File: src/rtl/smmv_pkg.sv
// ----------------------------------------------------------------------------
// smmv_pkg
// Shared widths, sizes and controller/datapath interface types for the
// streaming min / max / mean / variance core.
// ----------------------------------------------------------------------------
package smmv_pkg;

  // sample and set sizes
  localparam int SampleBits = 16;
  localparam int MaxSetSize = 1024;
  localparam int CountBits  = 11;

  // accumulator widths: sum of up to 1024 samples, sum of their squares
  localparam int SquareBits = 2 * SampleBits;
  localparam int SumBits    = 27;
  localparam int SqBits     = 41;

  // n*sumsq and sum^2 both stay below 2^51
  localparam int ProdBits   = 51;
  localparam int FracBits   = 16;

  // shared divider: dividend is (n*sumsq - sum^2) * 2^16, divisor up to n^2
  localparam int DvdBits    = ProdBits + FracBits;
  localparam int DvsBits    = 2 * CountBits - 1;
  localparam int RemBits    = DvsBits;
  localparam int DivCntBits = 7;

  // result widths
  localparam int MeanBits   = 32;
  localparam int VarBits    = 46;

  // controller to datapath commands
  typedef struct packed {
    logic acc;             // fold the accepted sample into the accumulators
    logic mul;             // register n*sumsq, sum^2 and n^2
    logic div_start_mean;  // start the divider on |sum| * 2^16 / n
    logic div_start_var;   // start the divider on the variance numerator
    logic save_mean;       // capture the rounded mean from the divider
    logic load_out;        // load the output registers and clear the set
  } dp_cmd_t;

  // datapath to controller status
  typedef struct packed {
    logic at_limit;        // the next sample fills the set
    logic div_done;        // divider result is valid this cycle
  } dp_sts_t;

endpackage

File: src/rtl/stream_min_max_mean_variance_core.sv
// ----------------------------------------------------------------------------
// stream_min_max_mean_variance_core
// Running max, min, mean and population variance over sets of samples.
// ----------------------------------------------------------------------------
// Input channel (in_valid_i / in_ready_o): one signed sample per beat, with
// last_sample_i marking the end of a set. A set also closes on its 1024th
// sample. Samples are folded in at one beat per cycle while in_ready_o is high.
// Output channel (out_valid_o / out_ready_i): one beat per set carrying
// max, min, mean * 2^16 and variance * 2^16 (both floor rounded) and the
// sample count.
// After the closing beat, in_ready_o stays low while the product stage is
// registered and two 67-step restoring divisions (mean, then variance) run
// on the shared divider; the result is then loaded into the output
// registers. The divider sets the per-set cost.
// Receiver stall: the output registers hold a result while the next set is
// accumulated; a new result waits in the controller until the previous beat
// has been taken.
// Reset: clears sum, sumsq and count, the controller and the output valid flag.
// ----------------------------------------------------------------------------
module stream_min_max_mean_variance_core (
  input  logic                                   clk_i,
  input  logic                                   rst_ni,
  input  logic                                   in_valid_i,
  output logic                                   in_ready_o,
  input  logic signed [smmv_pkg::SampleBits-1:0] sample_i,
  input  logic                                   last_sample_i,
  output logic                                   out_valid_o,
  input  logic                                   out_ready_i,
  output logic signed [smmv_pkg::SampleBits-1:0] max_value_o,
  output logic signed [smmv_pkg::SampleBits-1:0] min_value_o,
  output logic signed [smmv_pkg::MeanBits-1:0]   mean_fixed_o,
  output logic [smmv_pkg::VarBits-1:0]           variance_fixed_o,
  output logic [smmv_pkg::CountBits-1:0]         sample_count_o
);

  smmv_pkg::dp_cmd_t cmd;
  smmv_pkg::dp_sts_t sts;

  // controller
  smmv_ctrl u_ctrl (
    .clk_i         (clk_i),
    .rst_ni        (rst_ni),
    .in_valid_i    (in_valid_i),
    .last_sample_i (last_sample_i),
    .in_ready_o    (in_ready_o),
    .out_valid_o   (out_valid_o),
    .out_ready_i   (out_ready_i),
    .cmd_o         (cmd),
    .sts_i         (sts)
  );

  // datapath
  smmv_dp u_dp (
    .clk_i            (clk_i),
    .rst_ni           (rst_ni),
    .cmd_i            (cmd),
    .sts_o            (sts),
    .sample_i         (sample_i),
    .max_value_o      (max_value_o),
    .min_value_o      (min_value_o),
    .mean_fixed_o     (mean_fixed_o),
    .variance_fixed_o (variance_fixed_o),
    .sample_count_o   (sample_count_o)
  );

  // a closing beat stops the input until the result is computed
  a_close_stalls: assert property (@(posedge clk_i) disable iff (!rst_ni)
    in_valid_i && in_ready_o && last_sample_i |=> !in_ready_o)
    else $error("input still ready after a closing beat");

  // a result always covers at least one sample
  a_count_nonzero: assert property (@(posedge clk_i) disable iff (!rst_ni)
    out_valid_o |-> sample_count_o != '0)
    else $error("result with zero samples");

  // max never below min in a result
  a_max_ge_min: assert property (@(posedge clk_i) disable iff (!rst_ni)
    out_valid_o |-> max_value_o >= min_value_o)
    else $error("max below min in result");

  // divider only finishes while samples are held off
  a_div_idle_input: assert property (@(posedge clk_i) disable iff (!rst_ni)
    sts.div_done |-> !in_ready_o)
    else $error("divider finished while accepting samples");

endmodule

File: src/rtl/smmv_div.sv
// ----------------------------------------------------------------------------
// smmv_div
// Restoring unsigned divider, one quotient bit per cycle. The quotient is
// shifted into the dividend register; the remainder is kept alongside.
// ----------------------------------------------------------------------------
module smmv_div (
  input  logic                           clk_i,
  input  logic                           rst_ni,
  input  logic                           start_i,
  input  logic [smmv_pkg::DvdBits-1:0]   dividend_i,
  input  logic [smmv_pkg::DvsBits-1:0]   divisor_i,
  output logic [smmv_pkg::DvdBits-1:0]   quot_o,
  output logic [smmv_pkg::RemBits-1:0]   rem_o,
  output logic                           done_o
);

  logic                              busy_q, busy_d;
  logic                              done_q, done_d;
  logic [smmv_pkg::DivCntBits-1:0]   cnt_q, cnt_d;
  logic [smmv_pkg::DvdBits-1:0]      dvd_q, dvd_d;
  logic [smmv_pkg::DvsBits-1:0]      dvs_q, dvs_d;
  logic [smmv_pkg::RemBits-1:0]      rem_q, rem_d;

  logic [smmv_pkg::RemBits:0]        rem_sh;
  logic [smmv_pkg::RemBits:0]        rem_sub;
  logic                              ge;

  // one restoring step
  assign rem_sh  = {rem_q, dvd_q[smmv_pkg::DvdBits-1]};
  assign ge      = rem_sh >= {1'b0, dvs_q};
  assign rem_sub = rem_sh - {1'b0, dvs_q};

  // step sequencing
  always_comb begin
    busy_d = busy_q;
    cnt_d  = cnt_q;
    dvd_d  = dvd_q;
    dvs_d  = dvs_q;
    rem_d  = rem_q;
    done_d = busy_q && (cnt_q == '0);
    if (start_i) begin
      busy_d = 1'b1;
      cnt_d  = smmv_pkg::DivCntBits'(smmv_pkg::DvdBits - 1);
      dvd_d  = dividend_i;
      dvs_d  = divisor_i;
      rem_d  = '0;
      done_d = 1'b0;
    end else if (busy_q) begin
      dvd_d = {dvd_q[smmv_pkg::DvdBits-2:0], ge};
      rem_d = ge ? rem_sub[smmv_pkg::RemBits-1:0] : rem_sh[smmv_pkg::RemBits-1:0];
      if (cnt_q == '0) begin
        busy_d = 1'b0;
      end else begin
        cnt_d = cnt_q - 1'b1;
      end
    end
  end

  // control state
  always_ff @(posedge clk_i or negedge rst_ni) begin
    if (!rst_ni) begin
      busy_q <= 1'b0;
      done_q <= 1'b0;
      cnt_q  <= '0;
    end else begin
      busy_q <= busy_d;
      done_q <= done_d;
      cnt_q  <= cnt_d;
    end
  end

  // operand and partial result registers
  always_ff @(posedge clk_i) begin
    dvd_q <= dvd_d;
    dvs_q <= dvs_d;
    rem_q <= rem_d;
  end

  assign quot_o = dvd_q;
  assign rem_o  = rem_q;
  assign done_o = done_q;

endmodule

File: src/rtl/smmv_dp.sv
// ----------------------------------------------------------------------------
// smmv_dp
// Datapath: running accumulators, product stage, shared divider and the
// output registers.
// ----------------------------------------------------------------------------
module smmv_dp (
  input  logic                                  clk_i,
  input  logic                                  rst_ni,
  input  smmv_pkg::dp_cmd_t                     cmd_i,
  output smmv_pkg::dp_sts_t                     sts_o,
  input  logic signed [smmv_pkg::SampleBits-1:0] sample_i,
  output logic signed [smmv_pkg::SampleBits-1:0] max_value_o,
  output logic signed [smmv_pkg::SampleBits-1:0] min_value_o,
  output logic signed [smmv_pkg::MeanBits-1:0]   mean_fixed_o,
  output logic [smmv_pkg::VarBits-1:0]           variance_fixed_o,
  output logic [smmv_pkg::CountBits-1:0]         sample_count_o
);

  // accumulators
  logic signed [smmv_pkg::SampleBits-1:0] max_q, max_d;
  logic signed [smmv_pkg::SampleBits-1:0] min_q, min_d;
  logic signed [smmv_pkg::SumBits-1:0]    sum_q, sum_d;
  logic [smmv_pkg::SqBits-1:0]            sumsq_q, sumsq_d;
  logic [smmv_pkg::CountBits-1:0]         count_q, count_d;

  // product stage
  logic [smmv_pkg::ProdBits-1:0]          nss_q;
  logic [smmv_pkg::ProdBits-1:0]          ss_q;
  logic [smmv_pkg::DvsBits-1:0]           nsq_q;

  logic signed [smmv_pkg::SquareBits-1:0]          samp_sq;
  logic [smmv_pkg::CountBits+smmv_pkg::SqBits-1:0] nss_full;
  logic signed [2*smmv_pkg::SumBits-1:0]           ss_full;
  logic [2*smmv_pkg::CountBits-1:0]                nsq_full;
  logic                                            first;

  // divider operands and results
  logic [smmv_pkg::SumBits-1:0]   sum_mag;
  logic [smmv_pkg::ProdBits-1:0]  var_num;
  logic [smmv_pkg::DvdBits-1:0]   div_dvd;
  logic [smmv_pkg::DvsBits-1:0]   div_dvs;
  logic [smmv_pkg::DvdBits-1:0]   div_quot;
  logic [smmv_pkg::RemBits-1:0]   div_rem;
  logic                           div_done;

  // mean rounding and output registers
  logic [smmv_pkg::MeanBits-1:0]  mean_up;
  logic [smmv_pkg::MeanBits-1:0]  mean_d;
  logic [smmv_pkg::MeanBits-1:0]  mean_q;

  logic signed [smmv_pkg::SampleBits-1:0] max_out_q;
  logic signed [smmv_pkg::SampleBits-1:0] min_out_q;
  logic [smmv_pkg::MeanBits-1:0]          mean_out_q;
  logic [smmv_pkg::VarBits-1:0]           var_out_q;
  logic [smmv_pkg::CountBits-1:0]         count_out_q;

  // sample update
  assign first   = (count_q == '0);
  assign samp_sq = sample_i * sample_i;

  always_comb begin
    max_d   = max_q;
    min_d   = min_q;
    sum_d   = sum_q;
    sumsq_d = sumsq_q;
    count_d = count_q;
    if (cmd_i.load_out) begin
      sum_d   = '0;
      sumsq_d = '0;
      count_d = '0;
    end else if (cmd_i.acc) begin
      if (first || (sample_i > max_q)) max_d = sample_i;
      if (first || (sample_i < min_q)) min_d = sample_i;
      sum_d   = sum_q + {{(smmv_pkg::SumBits-smmv_pkg::SampleBits){sample_i[smmv_pkg::SampleBits-1]}},
                         sample_i};
      sumsq_d = sumsq_q + {{(smmv_pkg::SqBits-smmv_pkg::SquareBits){1'b0}}, samp_sq};
      count_d = count_q + 1'b1;
    end
  end

  always_ff @(posedge clk_i or negedge rst_ni) begin
    if (!rst_ni) begin
      sum_q   <= '0;
      sumsq_q <= '0;
      count_q <= '0;
    end else begin
      sum_q   <= sum_d;
      sumsq_q <= sumsq_d;
      count_q <= count_d;
    end
  end

  // max and min are loaded by the first sample of every set
  always_ff @(posedge clk_i) begin
    max_q <= max_d;
    min_q <= min_d;
  end

  // products for the variance numerator and divisor
  assign nss_full = count_q * sumsq_q;
  assign ss_full  = sum_q * sum_q;
  assign nsq_full = count_q * count_q;

  always_ff @(posedge clk_i) begin
    if (cmd_i.mul) begin
      nss_q <= nss_full[smmv_pkg::ProdBits-1:0];
      ss_q  <= ss_full[smmv_pkg::ProdBits-1:0];
      nsq_q <= nsq_full[smmv_pkg::DvsBits-1:0];
    end
  end

  // divider operand select
  assign sum_mag = sum_q[smmv_pkg::SumBits-1] ? (~sum_q + 1'b1) : sum_q;
  assign var_num = nss_q - ss_q;

  always_comb begin
    if (cmd_i.div_start_mean) begin
      div_dvd = {{(smmv_pkg::DvdBits-smmv_pkg::SumBits-smmv_pkg::FracBits){1'b0}},
                 sum_mag, {smmv_pkg::FracBits{1'b0}}};
      div_dvs = {{(smmv_pkg::DvsBits-smmv_pkg::CountBits){1'b0}}, count_q};
    end else begin
      div_dvd = {var_num, {smmv_pkg::FracBits{1'b0}}};
      div_dvs = nsq_q;
    end
  end

  smmv_div u_div (
    .clk_i      (clk_i),
    .rst_ni     (rst_ni),
    .start_i    (cmd_i.div_start_mean | cmd_i.div_start_var),
    .dividend_i (div_dvd),
    .divisor_i  (div_dvs),
    .quot_o     (div_quot),
    .rem_o      (div_rem),
    .done_o     (div_done)
  );

  // floor for negative sums: -(q + (r != 0))
  assign mean_up = div_quot[smmv_pkg::MeanBits-1:0]
                 + {{(smmv_pkg::MeanBits-1){1'b0}}, |div_rem};
  assign mean_d  = sum_q[smmv_pkg::SumBits-1] ? (~mean_up + 1'b1)
                                              : div_quot[smmv_pkg::MeanBits-1:0];

  always_ff @(posedge clk_i) begin
    if (cmd_i.save_mean) begin
      mean_q <= mean_d;
    end
  end

  // output registers
  always_ff @(posedge clk_i) begin
    if (cmd_i.load_out) begin
      max_out_q   <= max_q;
      min_out_q   <= min_q;
      mean_out_q  <= mean_q;
      var_out_q   <= div_quot[smmv_pkg::VarBits-1:0];
      count_out_q <= count_q;
    end
  end

  assign max_value_o      = max_out_q;
  assign min_value_o      = min_out_q;
  assign mean_fixed_o     = mean_out_q;
  assign variance_fixed_o = var_out_q;
  assign sample_count_o   = count_out_q;

  // status
  assign sts_o.at_limit = (count_q == smmv_pkg::CountBits'(smmv_pkg::MaxSetSize - 1));
  assign sts_o.div_done = div_done;

endmodule

File: src/rtl/smmv_ctrl.sv
// ----------------------------------------------------------------------------
// smmv_ctrl
// Controller: accepts samples, sequences the product stage and the two
// divisions after a set closes, and owns the output valid flag.
// ----------------------------------------------------------------------------
module smmv_ctrl (
  input  logic               clk_i,
  input  logic               rst_ni,
  input  logic               in_valid_i,
  input  logic               last_sample_i,
  output logic               in_ready_o,
  output logic               out_valid_o,
  input  logic               out_ready_i,
  output smmv_pkg::dp_cmd_t  cmd_o,
  input  smmv_pkg::dp_sts_t  sts_i
);

  localparam logic [2:0] StAcc  = 3'd0;
  localparam logic [2:0] StMul  = 3'd1;
  localparam logic [2:0] StMean = 3'd2;
  localparam logic [2:0] StVar  = 3'd3;
  localparam logic [2:0] StOut  = 3'd4;

  logic [2:0] state_q, state_d;
  logic       out_valid_q, out_valid_d;
  logic       out_free;

  assign out_free = !out_valid_q || out_ready_i;

  // next state and commands
  always_comb begin
    state_d = state_q;
    cmd_o   = '0;
    in_ready_o = 1'b0;
    unique case (state_q)
      StAcc: begin
        in_ready_o = 1'b1;
        cmd_o.acc  = in_valid_i;
        if (in_valid_i && (last_sample_i || sts_i.at_limit)) state_d = StMul;
      end
      StMul: begin
        cmd_o.mul            = 1'b1;
        cmd_o.div_start_mean = 1'b1;
        state_d              = StMean;
      end
      StMean: begin
        if (sts_i.div_done) begin
          cmd_o.save_mean     = 1'b1;
          cmd_o.div_start_var = 1'b1;
          state_d             = StVar;
        end
      end
      StVar: begin
        if (sts_i.div_done) state_d = StOut;
      end
      StOut: begin
        if (out_free) begin
          cmd_o.load_out = 1'b1;
          state_d        = StAcc;
        end
      end
      default: begin
        state_d = StAcc;
      end
    endcase
  end

  // output valid: set on load, cleared when the beat is taken
  always_comb begin
    out_valid_d = out_valid_q;
    if (cmd_o.load_out) begin
      out_valid_d = 1'b1;
    end else if (out_ready_i) begin
      out_valid_d = 1'b0;
    end
  end

  always_ff @(posedge clk_i or negedge rst_ni) begin
    if (!rst_ni) begin
      state_q     <= StAcc;
      out_valid_q <= 1'b0;
    end else begin
      state_q     <= state_d;
      out_valid_q <= out_valid_d;
    end
  end

  assign out_valid_o = out_valid_q;

endmodule

File: config.mk
export PLATFORM = sky130hd
export DESIGN_NAME = stream_min_max_mean_variance_core
export DESIGN_NICKNAME = d
export VERILOG_FILES = /design/src/rtl/smmv_pkg.sv /design/src/rtl/stream_min_max_mean_variance_core.sv /design/src/rtl/smmv_div.sv /design/src/rtl/smmv_dp.sv /design/src/rtl/smmv_ctrl.sv
export SDC_FILE = /design/constraint.sdc
export NUM_CORES = 2
export LEC_CHECK = 0
export BUFFER_PORTS_ARGS = -buffer_cell sky130_fd_sc_hd__buf_2
export CORE_MARGIN = 1.5
export CORE_UTILIZATION = 47
export DETAILED_ROUTE_END_ITERATION = 8
export GPL_TIMING_DRIVEN = 0
export PLACE_DENSITY = 0.76
export SETUP_SLACK_MARGIN = 0.02
export SYNTH_ARGS = -nofsm -noshare
export SYNTH_HDL_FRONTEND = slang
export SYNTH_SLANG_ARGS = --single-unit
File: constraint.sdc
create_clock -name clk_i -period 8.1 [get_ports clk_i]
set_clock_uncertainty 0.15 [all_clocks]
set_input_delay 0.405 -clock clk_i [delete_from_list [all_inputs] [get_ports clk_i]]
set_output_delay 0.405 -clock clk_i [all_outputs]
set_load 0.01 [all_outputs]
After elaboration in Yosys (flattened, before gate mapping)
Cells that the tools add are included.

Bits in registers: 509. Latch bits: 0. Memory bits (writable): 0. Memory bits (read-only): 0. Input bits: 21. Output and inout port bits: 123. Logic and storage cells: 105. Memories kept: 0.

Add/subtract/negate cells: 9. Multiply operators: 4. Divide/modulo/power cells: 0. $lt $le $gt $ge: 3. Eq/ne operators: 10. Shift-type cells: 0. Mux-type cells: 34. Bitwise logic cells: 4. Reduce and logical (&&, ||, !) cells: 18.

Operator list (count): 2-to-1 mux 67 bit (3); 2-to-1 mux 41 bit (2); 2-to-1 mux 27 bit (3); multiplier 11 x 41 -> 51 bit (1); multiplier 27 x 27 -> 51 bit (1); subtractor 51 bit (1); adder 41 x 32 -> 41 bit (1); 2-to-1 mux 11 bit (3); adder 32 x 1 -> 32 bit (1); adder 32 x 1 -> 32 bit (second input constant) (1); multiplier 16 x 16 -> 32 bit (1); 2-to-1 mux 32 bit (1); NOT 32 bit (1); adder 27 x 1 -> 27 bit (second input constant) (1); adder 27 bit (1); NOT 27 bit (1); >= comparator 22 x 21 -> 1 bit (1); multiplier 11 x 11 -> 21 bit (1); 2-to-1 mux 21 bit (1); 2-to-1 mux 7 bit (3); OR reduction 21 bit (1); subtractor 21 bit (1); > comparator 16 bit (1); less-than comparator 16 bit (1); 24 further kinds (49).

Longest topological paths before layout
Word-level depth: 6. Gate-level depth with buffers: 37. Mapped depth without buffers: 36.

By module
A second synthesis with hierarchy kept.

Cell total of the unflattened synthesis: 7704. Area total of the unflattened synthesis: 75413.6 um^2.

By module, submodules not included: smmv_dp (instances 1, cells an instance 7190, area each 69150.1 um^2, sequential area each 11165.7 um^2); smmv_div (instances 1, cells an instance 490, area each 6018.3 um^2, sequential area each 3288.2 um^2); smmv_ctrl (instances 1, cells an instance 24, area each 245.2 um^2, sequential area each 100.1 um^2).

Worst setup path after synthesis
Ideal clock, no wire load.

Path kind: in2reg. Start: in sample_i[5] (netlist bit). End: reg u_dp.sumsq_q[34] (netlist bit). Library setup time: 0.079 ns. Data arrival time: 8.163 ns. Required time: 7.871 ns. Setup slack: -0.293 ns. Stages: 33. Cells stage by stage: clkbuf_1 clkbuf_1 nand2_1 fa_1 fa_1 fa_1 inv_1 fa_1 fa_1 inv_1 fa_1 inv_1 ha_1 nor2b_1 o21ai_0 nand2b_1 a21oi_1 o211ai_1 a31oi_1 o21ai_0 a2111oi_0 nor3_1 xor2_1 ha_1 nand3_1 or2_2 a211oi_1 nor4_1 o31ai_1 a21oi_1 o21ai_1 and4_1 mux2i_1.

Cells in the longest elaborated chain, start to end: 4.

RTL lines: start: declaration (line stream_min_max_mean_variance_core.sv:25) `input logic signed [smmv_pkg::SampleBits-1:0] sample_i,`; multiplier 16 x 16 -> 32 bit (line smmv_dp.sv:59) `assign samp_sq = sample_i * sample_i;`; adder 41 x 32 -> 41 bit (line smmv_dp.sv:76) `sumsq_d = sumsq_q + {{(smmv_pkg::SqBits-smmv_pkg::SquareBits){1'b0}}, samp_sq};`; 2-to-1 mux 41 bit (line smmv_dp.sv:71) `end else if (cmd_i.acc) begin`; 2-to-1 mux 41 bit (line smmv_dp.sv:67) `if (cmd_i.load_out) begin`; end signal: assignment (line smmv_dp.sv:88) `sumsq_q <= sumsq_d;`; end: declaration (line smmv_dp.sv:23) `logic [smmv_pkg::SqBits-1:0] sumsq_q, sumsq_d;`.

No other way between the ends. The select of a mux whose other input is x is not followed. A chain may end at the register's enable or synchronous reset.

Worst setup path after layout
Start: reg u_dp.sum_q[21] (netlist bit). End: reg u_dp.ss_q[50] (netlist bit) (data pin).

Cells in the longest elaborated chain, start to end: 1.

RTL lines: start: declaration (line smmv_dp.sv:22) `logic signed [smmv_pkg::SumBits-1:0] sum_q, sum_d;`; start signal: assignment (line smmv_dp.sv:87) `sum_q <= sum_d;`; multiplier 27 x 27 -> 51 bit (line smmv_dp.sv:101) `assign ss_full = sum_q * sum_q;`; via u_dp.ss_full, one bit (line smmv_dp.sv:33) `logic signed [2*smmv_pkg::SumBits-1:0] ss_full;`; end signal: assignment (line smmv_dp.sv:107) `ss_q <= ss_full[smmv_pkg::ProdBits-1:0];`; end: declaration (line smmv_dp.sv:28) `logic [smmv_pkg::ProdBits-1:0] ss_q;`.

The timed path passes the listed nets, and every way through them passes these cells.

==> flow_metrics.py <==
metrics = {
    "synth": {
        "post_synth_inst_count": 7540,
        "synth.avg_cell_area_sq_um": 9.83,
        "synth_async_sr_flop_share": 0.181,
        "ys.flop_type": "sky130_fd_sc_hd__edfxtp_1",
        "yosys_warnings": 0,
        "synth_seq_area_share": 0.196,
        "synth_enable_flop_cells": 394,
        "synth.ff_latch_count": 507,
        "post_synth_instance_area_sq_um": 74100,
        "synth.distinct_cells": 91,
        "postSynthNetCount": 9455,
    },
    "place": {
        "place_area_sq_um": 77600,
        "finalWeightedCongestion": 1.02,
        "hpwlAfterDp_um": 177000,
        "dpl_worst_slack_ns": -2.55,
        "place.port_buffers": 143,
    },
    "sta": {
        "layout_worst_path_cycle_share": 0.986,
        "slew_viol_final": 0,
        "clock.fmax_ghz": 0.125,
        "rsz_0062_raised_after_global_routing": "yes",
        "setup_viol_count_final": 0,
        "relSlewSlack": 0.0620,
        "final_hold_viol_count": 0,
        "layout_setup_ws_ns": 0.114,
        "final_critical_path_required_period_ns": 7.99,
        "timing_worst_slew_pin_value_ns": 1.40,
    },
    "hold_path": {
        "hold_path_startpoint": "sample_i[14]",
        "min_path_type": "in -> reg",
        "whs_path_depth": 1,
        "min_to": "u_dp.max_q[14]$_DFFE_PP_",
    },
    "detailed_routing": {
        "detailedRoute.firstIterationViolations": 4759,
        "vias_per_cell": 5.58,
        "detailroute.via_count": 55300,
        "post-route-drc-count": 0,
        "routed_wl_um": 221000,
        "final_antenna_net_count": 0,
        "dr.pass1.iters": 7,
        "routed_wire_length_per_instance_um": 22.2,
    },
    "floorplanning": {
        "design.die.area_sq_um": 160000,
        "dieHeight_um": 400,
        "fp.coreArea_sq_um": 156000,
        "num_io_pins": 144,
        "dieWidth_um": 400,
        "num_rows": 145,
        "initial_utilization": 0.474,
    },
    "global_routing": {
        "gr-usage-all-layers": 0.280,
        "grt_pass1_wl_um": 338000,
        "grt_pass1_vias": 58400,
        "grt_start_max_net_pins": 76,
        "grt_overflow_total": 0,
        "number_of_antenna_violations_at_the_first_check_in_global_routing": 9,
    },
    "critical_path": {
        "critical_path_required_ns": 8.34,
        "timing.rr.start": "u_dp.sum_q[21]$_DFFE_PN0P_",
        "ff2ff_setup_slack_ns": 0.11,
        "critPathLaunch": "u_dp.sum_q[21]$_DFFE_PN0P_",
        "r2r_cells": 23,
        "worst_setup_path_end_kind": "flop",
        "critical_path_class": "reg -> reg",
        "cp_data_arrival_time_ns": 8.23,
        "critical_path.max_fanout": 10,
        "critPathLaunchType": "flop",
        "r2r_end": "u_dp.ss_q[50]$_DFFE_PP_",
    },
    "finish": {
        "multi_input_gate_area_in_the_final_layout_sq_um": 53000,
        "ratio_of_cells_with_drive_above_1_in_the_final_layout": 0.0768,
        "num-nets-final": 9721,
        "sequential_area_sq_um": 14600,
        "areaGrowthSynthToFinish_pct": 9.61,
        "final.fill_count": 13900,
        "design_area_sq_um": 81200,
    },
    "run": {
        "drv_cap": 0,
    },
    "run_status": {
        "status": "completed",
    },
    "clock_network": {
        "numClockSinks": 507,
        "num_cts_buffers": 58,
        "insertion_delay_ns": 0.71,
        "cts.clk_slew.worst_paths_ns": 0.06,
        "cts_tree": "yes",
        "cts_root_buf": "sky130_fd_sc_hd__clkbuf_16",
        "h-tree-depth": 2,
        "cts_buffer_depth": 3,
    },
}
[cells in the mapped netlist (8+ instances only)]
master,n,area (sq um)
sky130_fd_sc_hd__inv_1,1552,5830
sky130_fd_sc_hd__fa_1,1323,26500
sky130_fd_sc_hd__nand2_1,878,3300
sky130_fd_sc_hd__ha_1,571,7140
sky130_fd_sc_hd__edfxtp_1,394,11800
sky130_fd_sc_hd__and2_1,328,2050
sky130_fd_sc_hd__nor2_1,263,987
sky130_fd_sc_hd__clkbuf_1,258,968
sky130_fd_sc_hd__xnor2_1,258,2260
sky130_fd_sc_hd__a21oi_1,257,1290
sky130_fd_sc_hd__o21ai_0,196,981
sky130_fd_sc_hd__a21o_1,137,1030
sky130_fd_sc_hd__xor2_1,122,1070
sky130_fd_sc_hd__dfrtp_1,92,2300
sky130_fd_sc_hd__nand3_1,78,390
sky130_fd_sc_hd__and3_1,59,369
sky130_fd_sc_hd__nand2b_1,57,357
sky130_fd_sc_hd__nor3_1,54,270
sky130_fd_sc_hd__a211oi_1,46,345
sky130_fd_sc_hd__nor2b_1,46,288
sky130_fd_sc_hd__nand4_1,38,238
sky130_fd_sc_hd__a31oi_1,37,231
sky130_fd_sc_hd__o21a_1,37,278
sky130_fd_sc_hd__o21bai_1,30,225
sky130_fd_sc_hd__buf_1,26,97.6
sky130_fd_sc_hd__o211ai_1,26,195
sky130_fd_sc_hd__or3_1,25,156
sky130_fd_sc_hd__mux2i_1,24,240
sky130_fd_sc_hd__o22ai_1,23,144
sky130_fd_sc_hd__dfxtp_1,21,420
sky130_fd_sc_hd__o21ai_1,20,100
sky130_fd_sc_hd__or2_2,19,119
sky130_fd_sc_hd__o31ai_1,18,135
sky130_fd_sc_hd__a211o_1,16,140
sky130_fd_sc_hd__nor4_1,14,87.6
sky130_fd_sc_hd__a31o_2,12,105
sky130_fd_sc_hd__or4_1,11,82.6
sky130_fd_sc_hd__a22o_1,8,70.1
sky130_fd_sc_hd__and4_1,8,70.1
sky130_fd_sc_hd__o311ai_0,8,70.1
[worst max-delay path, cell delays in order (launching register included)]
cell	delay, ns
sky130_fd_sc_hd__dfrtp_2	0.51
sky130_fd_sc_hd__buf_4	0.30
sky130_fd_sc_hd__clkbuf_4	0.35
sky130_fd_sc_hd__nand2_1	0.12
sky130_fd_sc_hd__fa_1	0.67
sky130_fd_sc_hd__inv_1	0.10
sky130_fd_sc_hd__fa_1	0.53
sky130_fd_sc_hd__fa_1	0.55
sky130_fd_sc_hd__inv_1	0.05
sky130_fd_sc_hd__fa_1	0.49
sky130_fd_sc_hd__fa_1	0.52
sky130_fd_sc_hd__fa_1	0.50
sky130_fd_sc_hd__inv_1	0.06
sky130_fd_sc_hd__fa_1	0.55
sky130_fd_sc_hd__ha_1	0.44
sky130_fd_sc_hd__and4_1	0.23
sky130_fd_sc_hd__a221oi_2	0.30
sky130_fd_sc_hd__o22ai_4	0.18
sky130_fd_sc_hd__a21oi_4	0.23
sky130_fd_sc_hd__o211ai_1	0.12
sky130_fd_sc_hd__buf_4	0.18
sky130_fd_sc_hd__a31oi_4	0.22
sky130_fd_sc_hd__o21ai_1	0.14
sky130_fd_sc_hd__xnor2_2	0.19
[through the flow]
stage	hold WS, ns	setup TNS [ns]	instances	utilization
floorplan	-0.0406	0	7540	-
finish	0.0459	0	9913	0.519
global placement	0.259	-72.17	9741	0.495
global route	0.0217	-0.117	9912	0.519
CTS	0.00241	-0.0590	9887	0.515
detailed placement	0.247	-74.98	9748	0.496
[layout make-up]
cell class | instances | share of cell area
plain buffers | 281 | 0.0198
clock inverters | 43 | 0.00658
inverters | 1565 | 0.0731
diodes | 1 | 0.0000308
well taps | 2058 | 0.0317
multi-input cells | 5177 | 0.652
repair buffers | 216 | 0.0185
clock buffers | 65 | 0.0182
flip-flops and latches | 507 | 0.180
[cell usage in the layout, fill, tap and decap left out, types with 21 or more instances in the layout]
master                      Yosys  routed
sky130_fd_sc_hd__nand2_1      878     875
sky130_fd_sc_hd__dfrtp_1       92      69
sky130_fd_sc_hd__o21ai_1       20      23
sky130_fd_sc_hd__o211ai_1      26      26
sky130_fd_sc_hd__clkbuf_1     258     145
sky130_fd_sc_hd__and3_1        59      58
sky130_fd_sc_hd__clkbuf_16      0      60
sky130_fd_sc_hd__a31oi_1       37      35
sky130_fd_sc_hd__nor2b_1       46      45
sky130_fd_sc_hd__o22ai_1       23      22
sky130_fd_sc_hd__fa_1        1323    1313
sky130_fd_sc_hd__a211oi_1      46      42
sky130_fd_sc_hd__mux2i_1       24      24
sky130_fd_sc_hd__edfxtp_1     394     394
sky130_fd_sc_hd__nand4_1       38      38
sky130_fd_sc_hd__clkbuf_4       0      22
sky130_fd_sc_hd__buf_4          0      66
sky130_fd_sc_hd__clkbuf_2       0      48
sky130_fd_sc_hd__a21o_1       137     137
sky130_fd_sc_hd__buf_6          1      21
sky130_fd_sc_hd__o21a_1        37      37
sky130_fd_sc_hd__dfrtp_2        0      21
sky130_fd_sc_hd__dfxtp_1       21      21
sky130_fd_sc_hd__buf_2          6     143
sky130_fd_sc_hd__nor2_1       263     254
sky130_fd_sc_hd__xor2_1       122     122
sky130_fd_sc_hd__nand3_1       78      78
sky130_fd_sc_hd__and2_1       328     326
sky130_fd_sc_hd__o21ai_0      196     188
sky130_fd_sc_hd__nor3_1        54      53
sky130_fd_sc_hd__xnor2_1      258     256
sky130_fd_sc_hd__or3_1         25      25
sky130_fd_sc_hd__o21bai_1      30      30
sky130_fd_sc_hd__nand2b_1      57      57
sky130_fd_sc_hd__inv_1       1552    1537
sky130_fd_sc_hd__a21oi_1      257     248
sky130_fd_sc_hd__ha_1         571     563
[flip-flops by register name, indices dropped and copies added (netlist names), 20 cells and up]
name	count
u_dp.sumsq_q	41
u_dp.u_div.dvs_q	21
u_dp.sum_q	27
u_dp.u_div.rem_o	21
u_dp.nsq_q	20
u_dp.ss_q	50
u_dp.nss_q	51
u_dp.mean_q	32
u_dp.variance_fixed_o	46
u_dp.mean_fixed_o	32
u_dp.u_div.quot_o	67
[logic make-up after synthesis]
group	synth area share
multiplexers	0.00400
XOR/XNOR	0.0449
buffers and inverters	0.0942
adder cells (fa/ha/maj)	0.454
AO/OA/AOI/OAI	0.0839
AND/OR/NAND/NOR	0.122
flip-flops	0.196
[how the worst max path moves through the flow]
| stage | endpoint | slack [ns] |
|---|---|---|
| final | u_dp.ss_q[50]$_DFFE_PP_ | 0.11 |
| after global routing | u_dp.ss_q[50]$_DFFE_PP_ | -0.04 |
| after CTS | u_dp.ss_q[50]$_DFFE_PP_ | -0.06 |
| after detailed placement | u_dp.ss_q[49]$_DFFE_PP_ | -2.55 |
| after global placement | u_dp.ss_q[49]$_DFFE_PP_ | -2.52 |
| after floorplan | u_dp.sumsq_q[34]$_DFFE_PN0P_ | 0.02 |
[metal layers]
metal	global-route usage	part of all wire	routed length [um]	vias up
li1	-	-	-	24200
met1	0.351	0.37	82600	27600
met2	0.442	0.45	99800	2751
met3	0.0687	0.10	22600	648
met4	0.162	0.070	15500	8
met5	0	0.00030	67	-
[repair_timing]
| item | CTS | global route |
|---|---|---|
| pin swaps | 16 | 25 |
| hold buffers | 17 | 1 |
| buffers inserted | 17 | 31 |
| resized for setup | 253 | 217 |
| endpoints found under the hold margin | 101 | 2 |
| setup endpoints to repair | 51 | 32 |
Power is left out: the tool's default activity adds up to more than one toggle a clock period on the data nets, which glitch-free logic cannot reach.
